`config.mk`:
```
export PLATFORM = sky130hd
export DESIGN_NAME = left_right_pixel_balance_steering_core
export DESIGN_NICKNAME = d
export VERILOG_FILES = /design/src/lrpb_pkg.sv /design/src/lrpb_div.sv /design/src/lrpb_fifo.sv /design/src/lrpb_front.sv /design/src/lrpb_back.sv /design/src/left_right_pixel_balance_steering_core.sv
export SDC_FILE = /design/constraint.sdc
export NUM_CORES = 1
export LEC_CHECK = 0
export ABC_AREA = 1
export BUFFER_PORTS_ARGS = -buffer_cell sky130_fd_sc_hd__buf_2
export CAP_MARGIN = 20
export CORE_ASPECT_RATIO = 1.75
export CORE_UTILIZATION = 40
export CTS_CLUSTER_SIZE = 28
export DETAILED_ROUTE_END_ITERATION = 12
export MAX_ROUTING_LAYER = met4
export PLACE_DENSITY = 0.62
export SETUP_SLACK_MARGIN = 0.15
export SLEW_MARGIN = 15
export SYNTH_ARGS = -nofsm -noshare
export SYNTH_HDL_FRONTEND = slang
export SYNTH_SLANG_ARGS = --single-unit
```
`constraint.sdc`:
```
create_clock -name clk -period 6.55 [get_ports clk]
set_input_delay 0.9825 -clock clk [delete_from_list [all_inputs] [get_ports clk]]
set_output_delay 0.9825 -clock clk [all_outputs]
set_load 0.01 [all_outputs]
```
`src/lrpb_pkg.sv`:
```
`timescale 1ns / 1ps
// shared types, constants and helpers for the left/right pixel balance steering block
// no dependencies

package lrpb_pkg;

  localparam int COORD_W   = 12;
  localparam int LINES_W   = 7;
  localparam int FRAC_BITS = 15;
  localparam int SUM_W     = 28;
  localparam int DELTA_W   = 16;
  localparam int DEN_W     = COORD_W + 2;
  localparam int PAD_W     = SUM_W - COORD_W - FRAC_BITS;
  localparam int REG_IDX_W = 2;

  localparam logic [REG_IDX_W-1:0] REG_FRAME_WIDTH  = 2'd0;
  localparam logic [REG_IDX_W-1:0] REG_FRAME_HEIGHT = 2'd1;
  localparam logic [REG_IDX_W-1:0] REG_LINE_COUNT   = 2'd2;

  localparam logic [COORD_W-1:0] RESET_WIDTH  = 12'd640;
  localparam logic [COORD_W-1:0] RESET_HEIGHT = 12'd480;
  localparam logic [LINES_W-1:0] RESET_LINES  = 7'd10;

  localparam logic [SUM_W-1:0] NEG_LIMIT = 28'd32768;
  localparam logic [SUM_W-1:0] POS_LIMIT = 28'd32767;

  typedef struct packed {
    logic [COORD_W-1:0] left;
    logic [COORD_W-1:0] right;
    logic               last;
  } row_rec_t;

  typedef enum logic [1:0] {
    FS_CALC,
    FS_WAIT,
    FS_RUN
  } front_state_t;

  typedef enum logic [2:0] {
    BS_IDLE,
    BS_TERM,
    BS_FSTART,
    BS_FINAL,
    BS_EMIT
  } back_state_t;

  function automatic logic [LINES_W-1:0] eff_lines(input logic [LINES_W-1:0] lines);
    return (lines == '0) ? LINES_W'(1) : lines;
  endfunction

endpackage

```
`src/lrpb_div.sv`:
```
`timescale 1ns / 1ps
// restoring unsigned divider, one quotient bit per cycle
// no dependencies

module lrpb_div #(
  parameter int NUM_W = 28,
  parameter int DEN_W = 14
) (
  input  logic             clk,
  input  logic             rst,
  input  logic             start,
  input  logic [NUM_W-1:0] num,
  input  logic [DEN_W-1:0] den,
  output logic             busy,
  output logic             done,
  output logic [NUM_W-1:0] quot
);

  localparam int CNT_W = $clog2(NUM_W + 1);

  logic [DEN_W-1:0] rem;
  logic [DEN_W-1:0] rem_next;
  logic [DEN_W-1:0] den_q;
  logic [NUM_W-1:0] acc;
  logic [CNT_W-1:0] cnt;
  logic [DEN_W:0]   trial;
  logic             fits;

  always_comb begin
    trial    = {rem, acc[NUM_W-1]};
    fits     = trial >= {1'b0, den_q};
    rem_next = fits ? DEN_W'(trial - {1'b0, den_q}) : trial[DEN_W-1:0];
  end

  assign quot = acc;

  always_ff @(posedge clk) begin
    if (rst) begin
      busy <= 1'b0;
      done <= 1'b0;
      cnt  <= '0;
    end else begin
      done <= 1'b0;
      if (start && !busy) begin
        busy <= 1'b1;
        cnt  <= CNT_W'(NUM_W);
      end else if (busy) begin
        cnt <= cnt - CNT_W'(1);
        if (cnt == CNT_W'(1)) begin
          busy <= 1'b0;
          done <= 1'b1;
        end
      end
    end
  end

  always_ff @(posedge clk) begin
    if (start && !busy) begin
      rem   <= '0;
      acc   <= num;
      den_q <= den;
    end else if (busy) begin
      rem <= rem_next;
      acc <= {acc[NUM_W-2:0], fits};
    end
  end

endmodule

```
`src/lrpb_fifo.sv`:
```
`timescale 1ns / 1ps
// short queue of closed-row records between front and back
// depends on lrpb_pkg

module lrpb_fifo #(
  parameter int DEPTH = 4
) (
  input  logic               clk,
  input  logic               rst,
  input  logic               push,
  input  lrpb_pkg::row_rec_t wr_rec,
  input  logic               pop,
  output lrpb_pkg::row_rec_t rd_rec,
  output logic               full,
  output logic               empty
);

  localparam int PTR_W = (DEPTH > 1) ? $clog2(DEPTH) : 1;
  localparam int CNT_W = $clog2(DEPTH + 1);

  lrpb_pkg::row_rec_t mem [DEPTH];
  logic [PTR_W-1:0] wr_ptr;
  logic [PTR_W-1:0] rd_ptr;
  logic [CNT_W-1:0] fill;

  assign full   = fill == CNT_W'(DEPTH);
  assign empty  = fill == '0;
  assign rd_rec = mem[rd_ptr];

  always_ff @(posedge clk) begin
    if (push) begin
      mem[wr_ptr] <= wr_rec;
    end
  end

  always_ff @(posedge clk) begin
    if (rst) begin
      wr_ptr <= '0;
      rd_ptr <= '0;
      fill   <= '0;
    end else begin
      if (push) begin
        wr_ptr <= (wr_ptr == PTR_W'(DEPTH - 1)) ? '0 : wr_ptr + PTR_W'(1);
      end
      if (pop) begin
        rd_ptr <= (rd_ptr == PTR_W'(DEPTH - 1)) ? '0 : rd_ptr + PTR_W'(1);
      end
      if (push && !pop) begin
        fill <= fill + CNT_W'(1);
      end else if (pop && !push) begin
        fill <= fill - CNT_W'(1);
      end
    end
  end

endmodule

```
`src/lrpb_front.sv`:
```
`timescale 1ns / 1ps
// front end: raster position tracking, row sampling and left/right pixel counts
// depends on lrpb_pkg and lrpb_div

module lrpb_front (
  input  logic                           clk,
  input  logic                           rst,
  input  logic                           cfg_we,
  input  logic [lrpb_pkg::COORD_W-1:0]   frame_width,
  input  logic [lrpb_pkg::COORD_W-1:0]   frame_height,
  input  logic [lrpb_pkg::LINES_W-1:0]   line_count,
  input  logic                           in_valid,
  output logic                           in_ready,
  input  logic                           pixel_on,
  input  logic                           frame_end,
  output logic                           q_push,
  output lrpb_pkg::row_rec_t             q_rec,
  input  logic                           q_full
);

  localparam int CW = lrpb_pkg::COORD_W;

  lrpb_pkg::front_state_t state;
  lrpb_pkg::front_state_t state_next;

  logic          stale;
  logic [CW-1:0] col;
  logic [CW-1:0] row;
  logic [CW-1:0] nsr;
  logic [CW-1:0] left_cnt;
  logic [CW-1:0] right_cnt;
  logic [CW-1:0] row_step;

  logic          div_start;
  logic          div_busy;
  logic          div_done;
  logic [CW-1:0] div_quot;

  logic          accept;
  logic          fresh;
  logic [CW-1:0] half;
  logic          row_hit;
  logic [CW:0]   col_inc;
  logic          eor;
  logic          in_left;
  logic          in_right;
  logic [CW-1:0] left_now;
  logic [CW-1:0] right_now;
  logic          close;
  logic [CW:0]   nsr_sum;
  logic [CW-1:0] nsr_sat;

  lrpb_div #(
    .NUM_W (CW),
    .DEN_W (lrpb_pkg::LINES_W)
  ) u_step_div (
    .clk   (clk),
    .rst   (rst),
    .start (div_start),
    .num   (frame_height),
    .den   (lrpb_pkg::eff_lines(line_count)),
    .busy  (div_busy),
    .done  (div_done),
    .quot  (div_quot)
  );

  always_comb begin
    accept    = in_valid && in_ready;
    fresh     = (col == '0) && (row == '0);
    half      = frame_width >> 1;
    row_hit   = (row == nsr) && (row < frame_height);
    col_inc   = {1'b0, col} + (CW + 1)'(1);
    eor       = col_inc >= {1'b0, frame_width};
    in_left   = pixel_on && row_hit && (col != '0) && (col <= half);
    in_right  = pixel_on && row_hit && (col > half) && (col < frame_width);
    left_now  = left_cnt + CW'(in_left);
    right_now = right_cnt + CW'(in_right);
    close     = (eor || frame_end) && row_hit;
    nsr_sum   = {1'b0, nsr} + {1'b0, row_step};
    nsr_sat   = nsr_sum[CW] ? '1 : nsr_sum[CW-1:0];
  end

  // next state
  always_comb begin
    state_next = state;
    case (state)
      lrpb_pkg::FS_CALC: begin
        state_next = cfg_we ? lrpb_pkg::FS_CALC : lrpb_pkg::FS_WAIT;
      end
      lrpb_pkg::FS_WAIT: begin
        if (div_done) begin
          state_next = (stale || cfg_we) ? lrpb_pkg::FS_CALC : lrpb_pkg::FS_RUN;
        end
      end
      lrpb_pkg::FS_RUN: begin
        if (accept && frame_end) begin
          state_next = lrpb_pkg::FS_CALC;
        end else if (cfg_we && fresh) begin
          state_next = lrpb_pkg::FS_CALC;
        end
      end
      default: begin
        state_next = lrpb_pkg::FS_CALC;
      end
    endcase
  end

  // outputs
  always_comb begin
    div_start = 1'b0;
    in_ready  = 1'b0;
    case (state)
      lrpb_pkg::FS_CALC: begin
        div_start = !cfg_we && !div_busy;
      end
      lrpb_pkg::FS_RUN: begin
        in_ready = !q_full;
      end
      default: begin
        div_start = 1'b0;
      end
    endcase
  end

  always_comb begin
    q_push      = accept && (close || frame_end);
    q_rec.left  = left_now;
    q_rec.right = right_now;
    q_rec.last  = frame_end;
  end

  always_ff @(posedge clk) begin
    if (rst) begin
      state <= lrpb_pkg::FS_CALC;
      stale <= 1'b0;
    end else begin
      state <= state_next;
      if (state != lrpb_pkg::FS_WAIT) begin
        stale <= 1'b0;
      end else if (cfg_we) begin
        stale <= 1'b1;
      end
    end
  end

  always_ff @(posedge clk) begin
    if ((state == lrpb_pkg::FS_WAIT) && div_done) begin
      row_step <= (div_quot == '0) ? CW'(1) : div_quot;
    end
  end

  always_ff @(posedge clk) begin
    if (rst) begin
      col       <= '0;
      row       <= '0;
      nsr       <= '0;
      left_cnt  <= '0;
      right_cnt <= '0;
    end else if (accept) begin
      if (frame_end) begin
        col       <= '0;
        row       <= '0;
        nsr       <= '0;
        left_cnt  <= '0;
        right_cnt <= '0;
      end else begin
        if (close) begin
          left_cnt  <= '0;
          right_cnt <= '0;
          nsr       <= nsr_sat;
        end else begin
          left_cnt  <= left_now;
          right_cnt <= right_now;
        end
        if (eor) begin
          col <= '0;
          row <= (row == '1) ? row : row + CW'(1);
        end else begin
          col <= col_inc[CW-1:0];
        end
      end
    end
  end

endmodule

```
`src/lrpb_back.sv`:
```
`timescale 1ns / 1ps
// back end: per-row balance term, accumulation, frame average and output register
// depends on lrpb_pkg and lrpb_div

module lrpb_back (
  input  logic                                clk,
  input  logic                                rst,
  input  logic [lrpb_pkg::LINES_W-1:0]        line_count,
  input  lrpb_pkg::row_rec_t                  q_rec,
  input  logic                                q_empty,
  output logic                                q_pop,
  output logic                                out_valid,
  input  logic                                out_ready,
  output logic signed [lrpb_pkg::DELTA_W-1:0] steer_delta,
  output logic [lrpb_pkg::COORD_W-1:0]        rows_used
);

  localparam int CW = lrpb_pkg::COORD_W;
  localparam int SW = lrpb_pkg::SUM_W;
  localparam int DW = lrpb_pkg::DEN_W;
  localparam int OW = lrpb_pkg::DELTA_W;

  lrpb_pkg::back_state_t state;
  lrpb_pkg::back_state_t state_next;

  lrpb_pkg::row_rec_t cur;
  logic [SW-1:0]      sum;
  logic [CW-1:0]      used;

  logic          div_start;
  logic          div_busy;
  logic          div_done;
  logic [SW-1:0] div_quot;
  logic [SW-1:0] div_num;
  logic [DW-1:0] div_den;
  logic          use_final;
  logic          acc_term;
  logic          load_out;

  logic [CW:0]   head_tot;
  logic [CW-1:0] diff_mag;
  logic [SW-1:0] term_num;
  logic [SW-1:0] sum_mag;
  logic [SW:0]   term_ext;
  logic [SW:0]   term_val;
  logic [SW:0]   sum_wide;
  logic [SW-1:0] sum_sat;
  logic [OW-1:0] delta_val;

  lrpb_div #(
    .NUM_W (SW),
    .DEN_W (DW)
  ) u_bal_div (
    .clk   (clk),
    .rst   (rst),
    .start (div_start),
    .num   (div_num),
    .den   (div_den),
    .busy  (div_busy),
    .done  (div_done),
    .quot  (div_quot)
  );

  always_comb begin
    head_tot = {1'b0, q_rec.left} + {1'b0, q_rec.right};
    diff_mag = (q_rec.right >= q_rec.left) ? q_rec.right - q_rec.left
                                           : q_rec.left - q_rec.right;
    term_num = {{lrpb_pkg::PAD_W{1'b0}}, diff_mag, {lrpb_pkg::FRAC_BITS{1'b0}}};
    sum_mag  = sum[SW-1] ? (~sum) + SW'(1) : sum;
    if (use_final) begin
      div_num = sum_mag;
      div_den = {{(DW - lrpb_pkg::LINES_W){1'b0}}, lrpb_pkg::eff_lines(line_count)};
    end else begin
      div_num = term_num;
      div_den = {head_tot, 1'b0};
    end
  end

  // term accumulation with saturation
  always_comb begin
    term_ext = {1'b0, div_quot};
    term_val = (cur.right < cur.left) ? (~term_ext) + (SW + 1)'(1) : term_ext;
    sum_wide = {sum[SW-1], sum} + term_val;
    if (sum_wide[SW] != sum_wide[SW-1]) begin
      sum_sat = sum_wide[SW] ? {1'b1, {(SW - 1){1'b0}}} : {1'b0, {(SW - 1){1'b1}}};
    end else begin
      sum_sat = sum_wide[SW-1:0];
    end
  end

  // frame average clamped to the output range
  always_comb begin
    if (sum[SW-1]) begin
      if (div_quot > lrpb_pkg::NEG_LIMIT) begin
        delta_val = {1'b1, {(OW - 1){1'b0}}};
      end else begin
        delta_val = (~div_quot[OW-1:0]) + OW'(1);
      end
    end else begin
      if (div_quot > lrpb_pkg::POS_LIMIT) begin
        delta_val = {1'b0, {(OW - 1){1'b1}}};
      end else begin
        delta_val = div_quot[OW-1:0];
      end
    end
  end

  // next state
  always_comb begin
    state_next = state;
    case (state)
      lrpb_pkg::BS_IDLE: begin
        if (!q_empty) begin
          if (head_tot != '0) begin
            state_next = lrpb_pkg::BS_TERM;
          end else if (q_rec.last) begin
            state_next = lrpb_pkg::BS_FSTART;
          end
        end
      end
      lrpb_pkg::BS_TERM: begin
        if (div_done) begin
          state_next = cur.last ? lrpb_pkg::BS_FSTART : lrpb_pkg::BS_IDLE;
        end
      end
      lrpb_pkg::BS_FSTART: begin
        state_next = lrpb_pkg::BS_FINAL;
      end
      lrpb_pkg::BS_FINAL: begin
        if (div_done) begin
          state_next = lrpb_pkg::BS_EMIT;
        end
      end
      lrpb_pkg::BS_EMIT: begin
        if (!out_valid || out_ready) begin
          state_next = lrpb_pkg::BS_IDLE;
        end
      end
      default: begin
        state_next = lrpb_pkg::BS_IDLE;
      end
    endcase
  end

  // outputs
  always_comb begin
    q_pop     = 1'b0;
    div_start = 1'b0;
    use_final = 1'b0;
    acc_term  = 1'b0;
    load_out  = 1'b0;
    case (state)
      lrpb_pkg::BS_IDLE: begin
        q_pop     = !q_empty;
        div_start = !q_empty && (head_tot != '0);
      end
      lrpb_pkg::BS_TERM: begin
        acc_term = div_done;
      end
      lrpb_pkg::BS_FSTART: begin
        div_start = 1'b1;
        use_final = 1'b1;
      end
      lrpb_pkg::BS_EMIT: begin
        load_out = !out_valid || out_ready;
      end
      default: begin
        q_pop = 1'b0;
      end
    endcase
  end

  always_ff @(posedge clk) begin
    if (rst) begin
      state     <= lrpb_pkg::BS_IDLE;
      sum       <= '0;
      used      <= '0;
      out_valid <= 1'b0;
    end else begin
      state <= state_next;
      if (acc_term) begin
        sum  <= sum_sat;
        used <= (used == '1) ? used : used + CW'(1);
      end else if (load_out) begin
        sum  <= '0;
        used <= '0;
      end
      if (load_out) begin
        out_valid <= 1'b1;
      end else if (out_ready) begin
        out_valid <= 1'b0;
      end
    end
  end

  always_ff @(posedge clk) begin
    if (q_pop) begin
      cur <= q_rec;
    end
    if (load_out) begin
      steer_delta <= delta_val;
      rows_used   <= used;
    end
  end

  a_pop_nonempty: assert property (@(posedge clk) disable iff (rst)
    q_pop |-> !q_empty)
    else $error("queue popped while empty");

  a_done_state: assert property (@(posedge clk) disable iff (rst)
    div_done |-> (state == lrpb_pkg::BS_TERM || state == lrpb_pkg::BS_FINAL))
    else $error("divider finished outside a waiting state");

  a_emit_clears: assert property (@(posedge clk) disable iff (rst)
    load_out |=> (sum == '0 && used == '0))
    else $error("frame totals not cleared after emit");

  a_start_idle: assert property (@(posedge clk) disable iff (rst)
    div_start |-> !div_busy)
    else $error("divider started while busy");

endmodule

```
`src/left_right_pixel_balance_steering_core.sv`:
```
`timescale 1ns / 1ps
// Left/right pixel balance steering: takes a binary mask one pixel per word in raster
// order and gives one signed steering delta per frame.
// Channels: cfg_we/cfg_index/cfg_wdata write frame_width, frame_height and line_count
// (index 0, 1, 2) with no handshake; in_valid/in_ready carry pixel_on and frame_end;
// out_valid/out_ready carry steer_delta (Q15) and rows_used.
// Throughput: one pixel per cycle while the row queue has room and no row step is being
// computed. A row record is queued only for sampled rows and at frame end; the back end
// passes each sampled row with set pixels through a serial divider, so rows long enough
// to hide the division stream without stalls, while narrower ones stall the input once
// the QUEUE_DEPTH-entry queue fills.
// Frame start: after reset, after every frame_end word and after a register write at
// the start of a frame, the row step (height / lines) is computed by a serial divider;
// in_ready stays low until it is done.
// Result: the frame_end word queues a record; the back end divides its row term when it
// closes a sampled row with set pixels, then the frame average, after any rows ahead of it.
// Stall: the result is held in an output register; the back end keeps working on the
// next frame's rows and waits only if a second result is ready before the first is
// taken. Reset clears all frame state and loads 640 x 480 with 10 lines.

module left_right_pixel_balance_steering_core #(
  parameter int QUEUE_DEPTH = 4
) (
  input  logic                                clk,
  input  logic                                rst,
  input  logic                                cfg_we,
  input  logic [lrpb_pkg::REG_IDX_W-1:0]      cfg_index,
  input  logic [lrpb_pkg::COORD_W-1:0]        cfg_wdata,
  input  logic                                in_valid,
  output logic                                in_ready,
  input  logic                                pixel_on,
  input  logic                                frame_end,
  output logic                                out_valid,
  input  logic                                out_ready,
  output logic signed [lrpb_pkg::DELTA_W-1:0] steer_delta,
  output logic [lrpb_pkg::COORD_W-1:0]        rows_used
);

  logic [lrpb_pkg::COORD_W-1:0] frame_width;
  logic [lrpb_pkg::COORD_W-1:0] frame_height;
  logic [lrpb_pkg::LINES_W-1:0] line_count;

  logic               q_push;
  logic               q_pop;
  logic               q_full;
  logic               q_empty;
  lrpb_pkg::row_rec_t q_wr_rec;
  lrpb_pkg::row_rec_t q_rd_rec;

  always_ff @(posedge clk) begin
    if (rst) begin
      frame_width  <= lrpb_pkg::RESET_WIDTH;
      frame_height <= lrpb_pkg::RESET_HEIGHT;
      line_count   <= lrpb_pkg::RESET_LINES;
    end else if (cfg_we) begin
      case (cfg_index)
        lrpb_pkg::REG_FRAME_WIDTH:  frame_width  <= cfg_wdata;
        lrpb_pkg::REG_FRAME_HEIGHT: frame_height <= cfg_wdata;
        lrpb_pkg::REG_LINE_COUNT:   line_count   <= cfg_wdata[lrpb_pkg::LINES_W-1:0];
        default: begin
        end
      endcase
    end
  end

  lrpb_front u_front (
    .clk          (clk),
    .rst          (rst),
    .cfg_we       (cfg_we),
    .frame_width  (frame_width),
    .frame_height (frame_height),
    .line_count   (line_count),
    .in_valid     (in_valid),
    .in_ready     (in_ready),
    .pixel_on     (pixel_on),
    .frame_end    (frame_end),
    .q_push       (q_push),
    .q_rec        (q_wr_rec),
    .q_full       (q_full)
  );

  lrpb_fifo #(
    .DEPTH (QUEUE_DEPTH)
  ) u_row_queue (
    .clk    (clk),
    .rst    (rst),
    .push   (q_push),
    .wr_rec (q_wr_rec),
    .pop    (q_pop),
    .rd_rec (q_rd_rec),
    .full   (q_full),
    .empty  (q_empty)
  );

  lrpb_back u_back (
    .clk         (clk),
    .rst         (rst),
    .line_count  (line_count),
    .q_rec       (q_rd_rec),
    .q_empty     (q_empty),
    .q_pop       (q_pop),
    .out_valid   (out_valid),
    .out_ready   (out_ready),
    .steer_delta (steer_delta),
    .rows_used   (rows_used)
  );

endmodule

```
==> flow_metrics.py, run 1 <==
metrics = {
    "clock_tree": {
        "hold_buffers": 0,
        "postCtsSetupBuffers": 0,
        "numCtsBuffers": 42,
        "post_cts_resized": 0,
        "cts_root_buf": "clkbuf_16",
        "cts_htree_levels": 2,
        "clkSinkCount": 407,
        "clockBufferDepth": 3,
        "clock_latency_ns": 0.58,
        "cts_tree": "done",
        "clk_pin_slew_worst_paths_ns": 0.06,
    },
    "layout": {
        "diodes": 0,
        "fin_util_pct": 44.1,
        "num-fill-cells": 6379,
        "final_area_sq_mm": 0.0278,
        "finalNetCount": 3471,
        "syn2layout_area_growth_pct": 9.12,
        "drive_gt1_share_pct": 7.64,
    },
    "global_routing": {
        "grt_overflow": 0,
        "grt_max_degree": 63,
        "grt_usage_pct": 21.6,
        "grt_pass1_vias": 21200,
        "grt_use_met2_pct": 41.9,
        "grt.met3_usage_pct": 1.78,
        "grt_pass1_wl_um": 107000,
        "use_met1_pct": 20.8,
        "busiest_layer": "met2",
        "antenna_found_initial": 0,
    },
    "floorplan": {
        "die-area_sq_mm": 0.0647,
        "die_x_um": 193,
        "rows": 122,
        "initial_core_util_pct": 40.4,
        "die_h_um": 336,
        "io_pins": 51,
        "core-area_sq_mm": 0.0630,
    },
    "logic_synthesis": {
        "ys_ff_latch": 407,
        "synth.avg_cell_area_sq_um": 7.78,
        "yosys.area.top_type": "edfxtp_1",
        "synth.top_cell.area_share_pct": 26.7,
        "synth_area_sq_mm": 0.0255,
        "synth_area_leaders": "edfxtp_1 27%, dfxtp_1 14%, nand2_1 12%",
        "synthArstFlopShare_pct": 0,
        "synth_cell_types": 58,
        "synth_most_common_cell": "nand2_1",
        "synth_fp_nets": 3475,
        "syn_inst": 3270,
        "synth_ff_type": "edfxtp_1",
        "synthTopCellsByCount": "831 x nand2_1, 393 x inv_1, 281 x a21oi_1",
        "yosys_warnings": 0,
        "synth-seq-area-share_pct": 40.9,
        "synth_edf_count": 226,
    },
    "run_status": {
        "status": "complete, but fails checks",
        "violations": "DRC",
    },
    "hold_path": {
        "worstHoldStart": "line_count[2]$_SDFFE_PP0P_",
        "hp-class": "reg -> reg",
        "hold_depth": 0,
        "min_to": "u_front.u_step_div.den_q[2]$_DFFE_PP_",
    },
    "placed_design": {
        "place.gp.congestion": 1.00,
        "post_dp_cell_area_sq_mm": 0.0263,
        "numPortBuffers": 50,
        "hpwl_um": 51300,
    },
    "sta": {
        "relSlewSlack_pct": 37.0,
        "finalHoldViolCount": 0,
        "drv_slew": 0,
        "finalSetupTns_ns": 0,
        "post-route-min-period_ns": 4.86,
        "rsz0062_at_grt": "no",
        "worst_pin_slew_ns": 0.939,
        "setup_viol": 0,
        "period_share_pct": 74.3,
        "clock-skew-final_ns": 0.0261,
        "fmax_mhz": 206,
    },
    "critical_path": {
        "cp_max_fo": 35,
        "crit_slowest_cell": "nand3_2",
        "critPathMaxStageDelay_ns": 0.52,
        "critPathLaunch": "u_back.cur[24]$_DFFE_PP_",
        "crit_top_cell": "nand2_1",
        "reg2reg_slack_ns": 1.69,
        "cp-start-kind": "flip-flop",
        "reg2reg_to": "u_back.sum[21]$_SDFFE_PP0P_",
        "crit_type": "reg -> reg",
        "reg2reg_from": "u_back.cur[24]$_DFFE_PP_",
        "end_kind": "flip-flop",
        "required_ns": 7.04,
        "reg2regPathDepth": 28,
        "cp.arrival_ns": 5.35,
    },
    "route": {
        "via_per_inst": 5.21,
        "ant_nets": 0,
        "vias": 21400,
        "drcViolationCount": 14,
        "wl_um": 67000,
        "drt-pass1-iter-count": 9,
        "drt_iter0_drc": 1148,
        "detail_route.wl_per_cell_um": 16.3,
    },
    "pwr": {
        "leakage_nw": 12.2,
        "power_density_mw_per_mm2": 465,
        "vdd_drop_max_mv": 0.225,
    },
    "run": {
        "drv_cap": 0,
    },
}
report_power, final:
| group | switching [mW] | internal, mW | leakage, nW | total [mW] |
|---|---|---|---|---|
| registers | 0.252 | 3.27 | 3.67 | 3.52 |
| clock network | 1.06 | 1.45 | 0.692 | 2.51 |
| logic | 4.69 | 2.20 | 7.84 | 6.90 |
cell usage in the layout (no fill, tap or decap), types with 30 or more instances in the layout:
cell / count
nand4_1: 44
nand3_1: 168
nor3_1: 46
nor2_1: 231
inv_1: 393
ha_1: 176
a21oi_1: 281
xnor2_1: 30
o21ai_0: 179
nand2_1: 831
clkbuf_16: 43
xor2_1: 99
buf_2: 49
dfxtp_1: 181
edfxtp_1: 226
worst max-delay path by stage:
| stage | endpoint | cells after the start |
|---|---|---|
| 2_1_floorplan | u_back.u_bal_div.quot[0]$_DFFE_PP_ | 20 |
| 3_3_place_gp | u_back.sum[21]$_SDFFE_PP0P_ | 28 |
| 3_5_place_dp | u_back.sum[21]$_SDFFE_PP0P_ | 27 |
| 4_1_cts | u_back.sum[21]$_SDFFE_PP0P_ | 28 |
| 5_1_grt | u_back.sum[7]$_SDFFE_PP0P_ | 26 |
| 6_report | u_back.sum[21]$_SDFFE_PP0P_ | 28 |
worst max-delay path: cells and delay by family, from the launching register on:
family	cells	cell delay, ns
buf+inv	4	0.69
fa+ha+maj	2	0.63
xor+xnor	1	0.16
compound gates	2	0.32
simple gates	19	2.65
flops	1	0.32
registers in the layout, indices dropped and copies added, names as in the netlist, 14 cells and up, named ones only:
register	flops
u_back.cur	25
u_back.steer_delta	16
u_back.sum	28
u_back.u_bal_div.den_q	14
u_back.u_bal_div.quot	28
u_back.u_bal_div.rem	14
u_row_queue.mem	100
cell type report:
| cell class | count | area, sq um | share of cell area [%] |
|---|---|---|---|
| Multi-Input combinational cell | 2316 | 12900 | 46.4 |
| Clock inverter | 21 | 288 | 1.04 |
| Sequential cell | 407 | 10400 | 37.5 |
| Tap cell | 806 | 1010 | 3.63 |
| Timing Repair Buffer | 76 | 448 | 1.61 |
| Inverter | 423 | 1590 | 5.72 |
| Clock buffer | 56 | 1140 | 4.12 |
logic make-up (layout without fill, tap and decap cells):
| group | after synthesis | count (layout) | synth area share (%) |
|---|---|---|---|
| compound gates | 597 | 597 | 13.3 |
| simple gates | 1405 | 1405 | 23.5 |
| xor+xnor | 129 | 129 | 4.44 |
| flops | 407 | 407 | 40.9 |
| mux | 1 | 1 | 0.0393 |
| buf+inv | 547 | 576 | 8.55 |
| fa+ha+maj | 184 | 184 | 9.28 |
through the flow:
stage | power (mW) | setup WS [ns] | instances | hold WS [ns]
detailed placement | 10.4 | 1.74 | 4028 | 0.425
finish | 12.9 | 1.69 | 4105 | 0.441
global placement | 10.4 | 1.80 | 4027 | 0.412
global route | 14.0 | 1.34 | 4105 | 0.458
floorplan | 8.79 | 2.34 | 3270 | 0.430
CTS | 13.0 | 1.73 | 4105 | 0.439
routing by layer:
| layer | vias to the layer above | wire [um] |
|---|---|---|
| met5 | - | 0 |
| met4 | 0 | 3410 |
| met3 | 187 | 1960 |
| met2 | 444 | 37400 |
| met1 | 9924 | 24300 |
| li1 | 10800 | - |
No activity file was read; power rests on OpenSTA's default activity.
==> run 2, diff against run 1 <==
==> constraint.sdc (replaced) <==
create_clock -name clk -period 4.94 [get_ports clk]
set_input_delay 0.741 -clock clk [delete_from_list [all_inputs] [get_ports clk]]
set_output_delay 0.741 -clock clk [all_outputs]
set_load 0.01 [all_outputs]
==> run 2 against run 1 <==
The run still ends with DRC left. Clock power is 30% higher. Clock-buffer cell count fell by 10. Hold slack worse by 0.036 ns. Routed wire length is 0.80% lower. Setup slack got worse by 0.97 ns. Maximum frequency grew 15%. Critical endpoint is now u_back.sum[1]$_SDFFE_PP0P_. Highest routed layer unchanged.
==> flow_metrics.py, run 2 (synthesis results as in run 1) <==
metrics = {
    "run_status": {
        "status": "complete, but fails checks",
        "violations": "DRC",
    },
    "global_routing": {
        "grt_usage_pct": 21.5,
        "grt_pass1_wl_um": 107000,
        "antenna_found_initial": 0,
        "grt_overflow": 0,
        "grt_max_degree": 53,
        "grt_pass1_vias": 21100,
    },
    "route": {
        "via_per_inst": 5.16,
        "drt_iter0_drc": 1086,
        "vias": 21200,
        "drt-pass1-iter-count": 9,
        "wl_um": 66500,
        "detail_route.wl_per_cell_um": 16.2,
        "drcViolationCount": 14,
        "ant_nets": 0,
    },
    "critical_path": {
        "crit_type": "reg -> reg",
        "reg2reg_from": "u_back.u_bal_div.quot[0]$_DFFE_PP_",
        "reg2regPathDepth": 26,
        "cp-start-kind": "flip-flop",
        "end_kind": "flip-flop",
        "reg2reg_slack_ns": 0.72,
        "cp_max_fo": 27,
        "cp.arrival_ns": 4.73,
        "reg2reg_to": "u_back.sum[1]$_SDFFE_PP0P_",
        "required_ns": 5.45,
    },
    "pwr": {
        "power_density_mw_per_mm2": 616,
        "vdd_drop_max_mv": 0.346,
        "leakage_nw": 12.2,
        "total_power_mw": 17.1,
    },
    "placed_design": {
        "place.gp.congestion": 0.984,
        "numPortBuffers": 50,
        "hpwl_um": 50900,
        "post_dp_cell_area_sq_mm": 0.0264,
    },
    "clock_tree": {
        "cts_tree": "done",
        "cts_htree_levels": 2,
        "clk_pin_slew_worst_paths_ns": 0.07,
        "clockBufferDepth": 3,
        "clock_latency_ns": 0.59,
        "numCtsBuffers": 40,
        "clkSinkCount": 407,
        "cts_root_buf": "clkbuf_16",
    },
    "sta": {
        "post-route-min-period_ns": 4.22,
        "worst_pin_slew_ns": 0.936,
        "setup_viol": 0,
        "fmax_mhz": 237,
        "drv_slew": 0,
        "clock-skew-final_ns": 0.0160,
        "period_share_pct": 85.5,
        "finalSetupTns_ns": 0,
        "finalHoldViolCount": 0,
        "rsz0062_at_grt": "no",
        "relSlewSlack_pct": 37.2,
    },
    "floorplan": {
        "io_pins": 51,
        "core-area_sq_mm": 0.0630,
        "initial_core_util_pct": 40.4,
        "die-area_sq_mm": 0.0647,
        "die_x_um": 193,
        "die_h_um": 336,
        "rows": 122,
    },
    "layout": {
        "regMostFlops": "u_row_queue.mem",
        "diodes": 0,
        "final_cell_mix": "831 x nand2_1, 393 x inv_1, 281 x a21oi_1",
        "syn2layout_area_growth_pct": 9.28,
        "finalNetCount": 3478,
        "final_area_sq_mm": 0.0278,
        "mostFrequentLayoutCell": "nand2_1",
        "largest_reg_flops": 100,
        "num-fill-cells": 6317,
        "drive_gt1_share_pct": 7.72,
    },
    "hold_path": {
        "min_to": "frame_height[8]$_SDFFE_PP1P_",
        "hp-class": "in -> reg",
        "worstHoldStart": "cfg_wdata[8]",
        "hold_depth": 3,
    },
    "run": {
        "drv_cap": 0,
    },
}
[run 2: cell count changes in the layout (fill, tap and decap cells not counted), sizes merged]
cell	previous run	this run
bufinv	5	7
inv	423	420
buf	76	85
clkinv	13	20
clkbuf	56	46
[run 2: cell type report]
class	instances	area [sq um]	share of cell area [%]
multi-input combinational	2316	12900	46.3
sequential	407	10400	37.4
inverter	423	1590	5.71
clock buffer	46	1020	3.68
tap	806	1010	3.63
timing repair buffer	85	553	1.99
clock inverter	27	342	1.23
[run 2: worst max-delay path, cell delays in order (launching register included)]
cell and delay [ns]:
edfxtp_1 0.46, inv_1 0.10, ha_1 0.20, nand2_2 0.09, nor2_4 0.14, nand2_4 0.09
nor3_2 0.18, nand2_1 0.16, o31ai_1 0.36, nand2_1 0.16, nor2_1 0.16, xor2_1 0.15
inv_1 0.06, ha_1 0.35, nand2_1 0.09, nor2_1 0.14, nand2_1 0.08, nor2_1 0.10
nand2_1 0.07, nand2_1 0.08, nand2_1 0.04, nand2_1 0.13, inv_2 0.09, a21oi_4 0.13
buf_4 0.30, nand2_1 0.10, a21oi_1 0.13
[run 2: worst max-delay path by stage]
stage	from	cells past startpoint	slack (ns)	end
global route	u_back.u_bal_div.quot[0]$_DFFE_PP_	26	0.23	u_back.sum[22]$_SDFFE_PP0P_
detailed placement	u_back.u_bal_div.quot[0]$_DFFE_PP_	25	0.54	u_back.sum[26]$_SDFFE_PP0P_
global placement	u_back.u_bal_div.quot[0]$_DFFE_PP_	25	0.60	u_back.sum[3]$_SDFFE_PP0P_
finish	u_back.u_bal_div.quot[0]$_DFFE_PP_	26	0.72	u_back.sum[1]$_SDFFE_PP0P_
CTS	u_back.u_bal_div.quot[0]$_DFFE_PP_	25	0.50	u_back.sum[26]$_SDFFE_PP0P_
floorplan	flip-flop	20	0.73	u_back.u_bal_div.quot[0]$_DFFE_PP_
[run 2: what timing repair did]
item | CTS | global route
hold buffers | 0 | 0
resized for setup | 0 | 1
endpoints found under the setup margin | 0 | 27
setup buffers | 0 | 0
[run 2: power by group]
part           internal (mW)  total [mW]  switching [mW]
Combinational           3.02        9.22            6.19
Clock                   1.87        3.26            1.39
Sequential              4.33        4.67           0.340
Total                   9.22        17.1            7.92
[run 2: through the flow]
| step | instances | setup slack, ns | utilization (%) | hold WS, ns |
|---|---|---|---|---|
| after floorplan | 3270 | 0.726 | - | 0.430 |
| after global placement | 4037 | 0.599 | 41.9 | 0.418 |
| after detailed placement | 4037 | 0.542 | 41.9 | 0.426 |
| after CTS | 4110 | 0.501 | 44.1 | 0.380 |
| after global routing | 4110 | 0.226 | 44.1 | 0.406 |
| final | 4110 | 0.716 | 44.1 | 0.405 |
[run 2: per-layer routing]
metal / global-route usage [%] / wire length, um
met5: - / 0
met4: 11.1 / 3740
met3: 2.21 / 1930
met2: 41.7 / 37000
met1: 20.4 / 23900
